### src/design/crrb_pkg.sv
// Shared types and constants of the contiguous record ring buffer.
`timescale 1ns / 1ps

package crrb_pkg;

  // Ring geometry
  localparam int DEPTH     = 1024;
  localparam int ADDR_W    = $clog2(DEPTH);
  localparam int PTR_W     = ADDR_W + 1;     // pointers reach DEPTH itself
  localparam int SUM_W     = PTR_W + 1;      // pointer plus record length
  localparam int WORD_BITS = 32;
  localparam int LEN_W     = 10;
  localparam int OP_W      = 2;
  localparam int STS_W     = 3;

  localparam logic [PTR_W-1:0] HDR_WORDS       = PTR_W'(1);
  localparam logic [PTR_W-1:0] RING_SIZE_MIN   = PTR_W'(2);
  localparam logic [PTR_W-1:0] RING_SIZE_RESET = PTR_W'(DEPTH);

  // Operation codes
  localparam logic [OP_W-1:0] OP_BEGIN = 2'd0;
  localparam logic [OP_W-1:0] OP_DATA  = 2'd1;
  localparam logic [OP_W-1:0] OP_READ  = 2'd2;
  localparam logic [OP_W-1:0] OP_DONE  = 2'd3;

  // Status codes
  localparam logic [STS_W-1:0] STS_OK        = 3'd0;
  localparam logic [STS_W-1:0] STS_NO_SPACE  = 3'd1;
  localparam logic [STS_W-1:0] STS_TOO_LARGE = 3'd2;
  localparam logic [STS_W-1:0] STS_ZERO_LEN  = 3'd3;
  localparam logic [STS_W-1:0] STS_EMPTY     = 3'd4;
  localparam logic [STS_W-1:0] STS_SEQ_ERR   = 3'd5;
  localparam logic [STS_W-1:0] STS_OFFSET    = 3'd6;

  typedef struct packed {
    logic [OP_W-1:0]      op;
    logic [LEN_W-1:0]     record_len;
    logic [WORD_BITS-1:0] data_in;
    logic [LEN_W-1:0]     read_offset;
  } crrb_req_t;

  typedef struct packed {
    logic [STS_W-1:0]     status;
    logic [WORD_BITS-1:0] data_out;
    logic [LEN_W-1:0]     oldest_len;
    logic                 committed;
  } crrb_rsp_t;

  // Controller to datapath
  typedef struct packed {
    logic accept;    // latch a new item
    logic cfg_wr;    // write ring size, empty the ring
    logic exec;      // carry out the operation
    logic hdr;       // header of the oldest record is in rd_data
    logic view;      // look up the oldest readable record
    logic view_cap;  // its header is in rd_data
    logic load_out;  // move the result into the output register
  } crrb_cmd_t;

  // Datapath to controller
  typedef struct packed {
    logic need_hdr;  // read or done-read found a readable record
    logic view_hit;  // there is an oldest readable record
  } crrb_sts_t;

endpackage

### src/design/crrb_ctrl.sv
// Sequencing state machine of the record ring buffer.
`timescale 1ns / 1ps

module crrb_ctrl
  import crrb_pkg::*;
(
  input  logic      clk,
  input  logic      rst,
  input  logic      req_valid,
  input  logic      cfg_valid,
  input  logic      rsp_ready,
  input  crrb_sts_t sts,
  output crrb_cmd_t cmd,
  output logic      req_ready,
  output logic      cfg_ready,
  output logic      rsp_valid
);

  typedef enum logic [2:0] {
    S_IDLE,
    S_EXEC,
    S_HDR,
    S_VIEW,
    S_VIEW_RD,
    S_FINISH
  } state_t;

  state_t state;
  logic   out_free;

  assign cfg_ready = (state == S_IDLE);
  assign req_ready = (state == S_IDLE) && !cfg_valid;
  assign out_free  = !rsp_valid || rsp_ready;

  always_comb begin
    cmd          = '0;
    cmd.cfg_wr   = cfg_valid && cfg_ready;
    cmd.accept   = req_valid && req_ready;
    cmd.exec     = (state == S_EXEC);
    cmd.hdr      = (state == S_HDR);
    cmd.view     = (state == S_VIEW);
    cmd.view_cap = (state == S_VIEW_RD);
    cmd.load_out = (state == S_FINISH) && out_free;
  end

  always_ff @(posedge clk) begin
    if (rst) begin
      state     <= S_IDLE;
      rsp_valid <= 1'b0;
    end else begin
      if (rsp_valid && rsp_ready) begin
        rsp_valid <= 1'b0;
      end
      unique case (state)
        S_IDLE: begin
          if (cmd.accept) begin
            state <= S_EXEC;
          end
        end
        S_EXEC: begin
          state <= sts.need_hdr ? S_HDR : S_VIEW;
        end
        S_HDR: begin
          state <= S_VIEW;
        end
        S_VIEW: begin
          state <= sts.view_hit ? S_VIEW_RD : S_FINISH;
        end
        S_VIEW_RD: begin
          state <= S_FINISH;
        end
        S_FINISH: begin
          if (out_free) begin
            rsp_valid <= 1'b1;
            state     <= S_IDLE;
          end
        end
        default: begin
          state <= S_IDLE;
        end
      endcase
    end
  end

endmodule

### config.mk
export PLATFORM = sky130hd
export DESIGN_NAME = crrb_ctrl
export DESIGN_NICKNAME = d
export VERILOG_FILES = /design/src/design/crrb_pkg.sv /design/src/design/crrb_ctrl.sv
export SDC_FILE = /design/constraint.sdc
export NUM_CORES = 1
export LEC_CHECK = 0
export BUFFER_PORTS_ARGS = -buffer_cell sky130_fd_sc_hd__buf_2
export CAP_MARGIN = 20
export CORE_AREA = 2 2 39 41
export DETAILED_ROUTE_END_ITERATION = 7
export DIE_AREA = 0 0 41 43
export GPL_TIMING_DRIVEN = 0
export PLACE_DENSITY = 0.4
export SYNTH_ARGS = -nofsm -noshare
export SYNTH_HDL_FRONTEND = slang
export SYNTH_SLANG_ARGS = --single-unit
### constraint.sdc
create_clock -name clk -period 1.6 [get_ports clk]
set_clock_uncertainty 0.05 [all_clocks]
set_input_delay 0.16 -clock clk [delete_from_list [all_inputs] [get_ports clk]]
set_output_delay 0.16 -clock clk [all_outputs]
set_load 0.005 [all_outputs]
======== Word-level counts from Yosys, hierarchy flattened ========
Cells that the tools add are included.
Widths: inputs -> output; s select.
cells by class
  equal/unequal tests ..................... 7
  muxes and demuxes ....................... 8
  reduce and logical (&&, ||, !) cells .... 10
operators by type and width
  operator            number
  $pmux 3 s6          1
  $eq 3x2->1 const B  2
  $eq 3x3->1 const B  2
  $mux 3              2
  $logic_and 1x1->1   5
  $mux 1              5
  $ne 2x2->1 const B  2
  $eq 3x1->1 const B  1
  $logic_not 3->1     1
  $logic_not 1->1     2
  $reduce_and 2->1    1
  $logic_or 1x1->1    1
storage, ports and cells
  flip-flop bits (word level) ............. 4
  output and inout port bits .............. 10
  word-level logic and storage cells ...... 27

======== Logic depth before layout (Yosys ltp) ========
  depth in word-level cells ............... 5
  depth in mapped cells ................... 3

======== Worst setup path before layout ========
No wires, ideal clock.
  path type ............................... reg2out
  start ................................... register state[0]
  end ..................................... output cmd[6] in the netlist's numbering
  arrival ................................. 0.993 ns
  setup slack ............................. 0.397 ns
  cell stages (with the launch flop) ...... 4
  buffers on the path ..................... 0
  cells stage by stage .................... dfxtp_1 or3_4 inv_1 and3_1
RTL lines
  item                    RTL line         source
  start, declared         crrb_ctrl.sv:28  state_t state;
  start signal, assigned  crrb_ctrl.sv:61  state <= sts.need_hdr ? S_HDR : S_VIEW;
  start signal, assigned  crrb_ctrl.sv:67  state <= sts.view_hit ? S_VIEW_RD : S_FINISH;
  end, declared           crrb_ctrl.sv:13  output crrb_cmd_t cmd,

==> results.md <==
- Clock tree from TritonCTS: yes
- Row count: 14
- Share of cells above drive strength 1: 46.0%
- Fraction of the mapped netlist area in simple logic gates: about 37%
- Power per standard cell area: ~1000 nW/µm²
- RSZ-0062 raised after global routing: no
- Number of synthesized flops with an enable pin: 0
- Pin count of the biggest net entering global routing: 9
- Total negative slack for setup checks: 0 ns
- Clock transition at path regs: around 0.030 ns
- Proportion of register bits with asynchronous set or reset after synthesis: 0%
- Minimum clock period: 1.50 ns
- Horizontal die dimension: about 40 µm
- Growth of design area from synthesis to finish: 50.8%
- Complex-gate fraction of the synthesized area: a little under a quarter
- Largest family of logic cells by synthesized area: simple AND/OR/NAND/NOR gates
- Final Max Tran Viols: 0
- Wire length of the first global-routing pass: 779 µm
- Crit path required time: 1.39 ns
- Vias after detailed routing: 260
- Overall power consumption: between 300 and 400 µW
- Combinational fraction of design power: a little under a third
- P_leak: 0.000195 µW
- DRC violation total after the first TritonRoute iteration: 3
- Post-route antenna net violation count: 0
- Combined area of all synthesized cells: 244 µm²
- Remaining max-slew budget at the tightest pin: 83.0%
- Clock power frac: between 30% and 40%
- Run status: complete, no violations
- Reported net switching power: between 100 and 150 µW
- Chip Height: between 40 and 50 µm
- I/O pin cnt: 17
- Sum of routed wire length over all layers: around 560 µm
- Total DRC errors in the routed layout: 0
- Vias in the first global route: ~220
- Setup Crit Path Kind: reg -> out
- Hpwl dp: 457 µm
- Core region area: approximately 1400 µm²
- Commonest register cell after synthesis: sky130_fd_sc_hd__dfxtp_1
- Worst Max-Slew Pin Slew: 0.254 ns
- Highest Clock Rate: around 670 MHz
- Global route overflow: 0
- Clock tree root buffer cell: sky130_fd_sc_hd__clkbuf_4
- Worst reg2reg startpoint: state[1]$_SDFFE_PP0P_
- Post-Route Hold Slack: approximately 0.087 ns
- Internal portion of total power: between 200 and 300 µW
- Post-synthesis cell count: 31
- Global-route usage over all layers: a little over 7%
- Clock Latency Late Sink: around 0.23 ns
- Detailed-route vias per instance: 3.94
- Final Setup Violations: 0
- Number of clock sinks seen by CTS: 4
- Number of setup buffers added after CTS: 0
- Top fanout value on the critical path: 7
- Sequential area share after synthesis: 32.8%
- Capturing point of the worst reg2reg path: state[0]$_SDFFE_PP0P_
- Placed Area: about 340 µm²
- Worst-case reg-to-reg path depth: 3
- Final period util: between 90% and 100%
- Mux share of post-synthesis cell area: 0%
- TritonCTS buffer count: 3
- Xor/xnor cell area share of the yosys netlist: 0%
- DRT Pass-1 Iters: 3
- Buffers from clock root to sink, at most: 2
- Buffers on Ports: 16
- Initial standard-cell utilization of the core: approximately 18%
- Final hold violation count: 0
- Setup slack of the worst register-to-register path: ~0.43 ns
- Kind of capture point of the worst setup path: output port
- Cell count after placement: 63
- Routed wire per std cell: about 8.5 µm
- Synthesized netlist net count: 38
- Adder and majority cell fraction of the synthesized area: 0%
- Worst Setup SP: state[1]$_SDFFE_PP0P_
- Worst Path Arrival: approximately 1.3 ns
- Fin nets: 59
- Yosys Warn Count: 0
- Non-Filler Instances: 66
- Post-Layout Inst Area: approximately 370 µm²
- Maximum resistive drop on vdd: between 0.3 and 0.4 mV
- Worst Setup EP: cmd[6]
- H-Tree Depth: 1
- Switching Fraction: 28.2%
- Post-synthesis sequential element count: 4
- Unique masters post-synth: 17
- Startpoint type of the worst setup path: flip-flop
- Number of antenna violations at the first check in global routing: 0
- GP Congestion: approximately 0.58
- Floorplan die area: ~1800 µm²
- HP Class: in -> reg
- Antenna diode instance count: 0
- Fill cell instance count of the final layout: ~160
- # Max-Cap Violations: 0
- Power share of the sequential group: a little over a third
- Mapped Avg Cell Area: a little under 8 µm²
==> worst min path at each step <==
stage,from,end,slack (ns),cells after the start
3_3_place_gp,rst,state[0]$_SDFFE_PP0P_,0.33,2
4_1_cts,rst,state[0]$_SDFFE_PP0P_,0.09,2
6_report,rst,state[0]$_SDFFE_PP0P_,0.09,2
3_5_place_dp,rst,state[0]$_SDFFE_PP0P_,0.33,2
5_1_grt,rst,state[0]$_SDFFE_PP0P_,0.10,2
2_1_floorplan,rst,state[0]$_SDFFE_PP0P_,0.18,1
==> registers in the layout, indices dropped and copies added, names as in the netlist <==
| name | cells |
|---|---|
| rsp_valid | 1 |
| state | 3 |
==> repair_timing <==
action,4_1_cts,5_1_grt
hold buffers,0,0
endpoints found under the setup margin,0,1
resized for setup,0,1
==> cell families (layout without fill, tap and decap cells) <==
| logic type | count (synthesis) | in the layout |
|---|---|---|
| flops | 4 | 4 |
| simple gates | 15 | 15 |
| compound gates | 8 | 8 |
| buf+inv | 4 | 23 |
==> layout by cell type (no fill, tap or decap) <==
master	count
sky130_fd_sc_hd__nor3b_1	2
sky130_fd_sc_hd__a21oi_1	4
sky130_fd_sc_hd__and2_1	1
sky130_fd_sc_hd__or3_4	1
sky130_fd_sc_hd__nor2_1	3
sky130_fd_sc_hd__clkbuf_4	3
sky130_fd_sc_hd__nand3b_1	1
sky130_fd_sc_hd__dfxtp_2	1
sky130_fd_sc_hd__dfxtp_1	3
sky130_fd_sc_hd__nor3_1	1
sky130_fd_sc_hd__nand2_1	1
sky130_fd_sc_hd__and3_1	1
sky130_fd_sc_hd__a21o_1	1
sky130_fd_sc_hd__o21ai_0	1
sky130_fd_sc_hd__nor2b_1	3
sky130_fd_sc_hd__inv_1	4
sky130_fd_sc_hd__a2111oi_2	1
sky130_fd_sc_hd__o21ba_2	1
sky130_fd_sc_hd__nand2b_1	1
sky130_fd_sc_hd__buf_2	16
==> synthesized netlist by cell type, types with 2 or more instances <==
| library cell | instances | area, µm² |
|---|---|---|
| sky130_fd_sc_hd__dfxtp_1 | 4 | 80.1 |
| sky130_fd_sc_hd__nor3b_1 | 2 | 15.0 |
| sky130_fd_sc_hd__nor2_1 | 3 | 11.3 |
| sky130_fd_sc_hd__nor2b_1 | 3 | 18.8 |
| sky130_fd_sc_hd__inv_1 | 4 | 15.0 |
| sky130_fd_sc_hd__a21oi_1 | 4 | 20.0 |
==> stage by stage <==
stage,setup WS (ns),util (%)
after detailed placement,0.294,24.9
after CTS,0.0434,26.5
final,0.101,26.6
after global placement,0.288,24.9
after floorplan,0.397,-
after global routing,0.0163,26.6
==> metal layers <==
layer | global-route usage (%) | share of wire (%) | up-vias
met2 | 9.06 | 44 | 10
li1 | - | - | 144
met1 | 8.39 | 46 | 106
met5 | 0 | 0 | -
met3 | 1.57 | 9.3 | 0
met4 | 8.00 | 0 | 0
==> cell type report <==
| type | count | area (µm²) | share of cell area (%) |
|---|---|---|---|
| Timing Repair Buffer | 16 | 80.1 | 21.8 |
| Tap cell | 16 | 20.0 | 5.44 |
| Multi-Input combinational cell | 23 | 149 | 40.5 |
| Inverter | 4 | 15.0 | 4.08 |
| Clock buffer | 3 | 22.5 | 6.12 |
| Sequential cell | 4 | 81.3 | 22.1 |
==> critical path, stage by stage (launching register included) <==
cell and delay, ns:
sky130_fd_sc_hd__dfxtp_1 0.35, sky130_fd_sc_hd__or3_4 0.40, sky130_fd_sc_hd__inv_1 0.07, sky130_fd_sc_hd__and3_1 0.14, sky130_fd_sc_hd__buf_2 0.10
==> power by group through the flow <==
stage	Clock (µW)	Sequential, µW	Combinational (µW)
2_1_floorplan	0	126	71.0
3_5_place_dp	0	131	115
6_report	118	131	113
3_3_place_gp	0	132	115
5_1_grt	127	133	130
4_1_cts	128	130	115
Power figures use the tool's default switching activity.
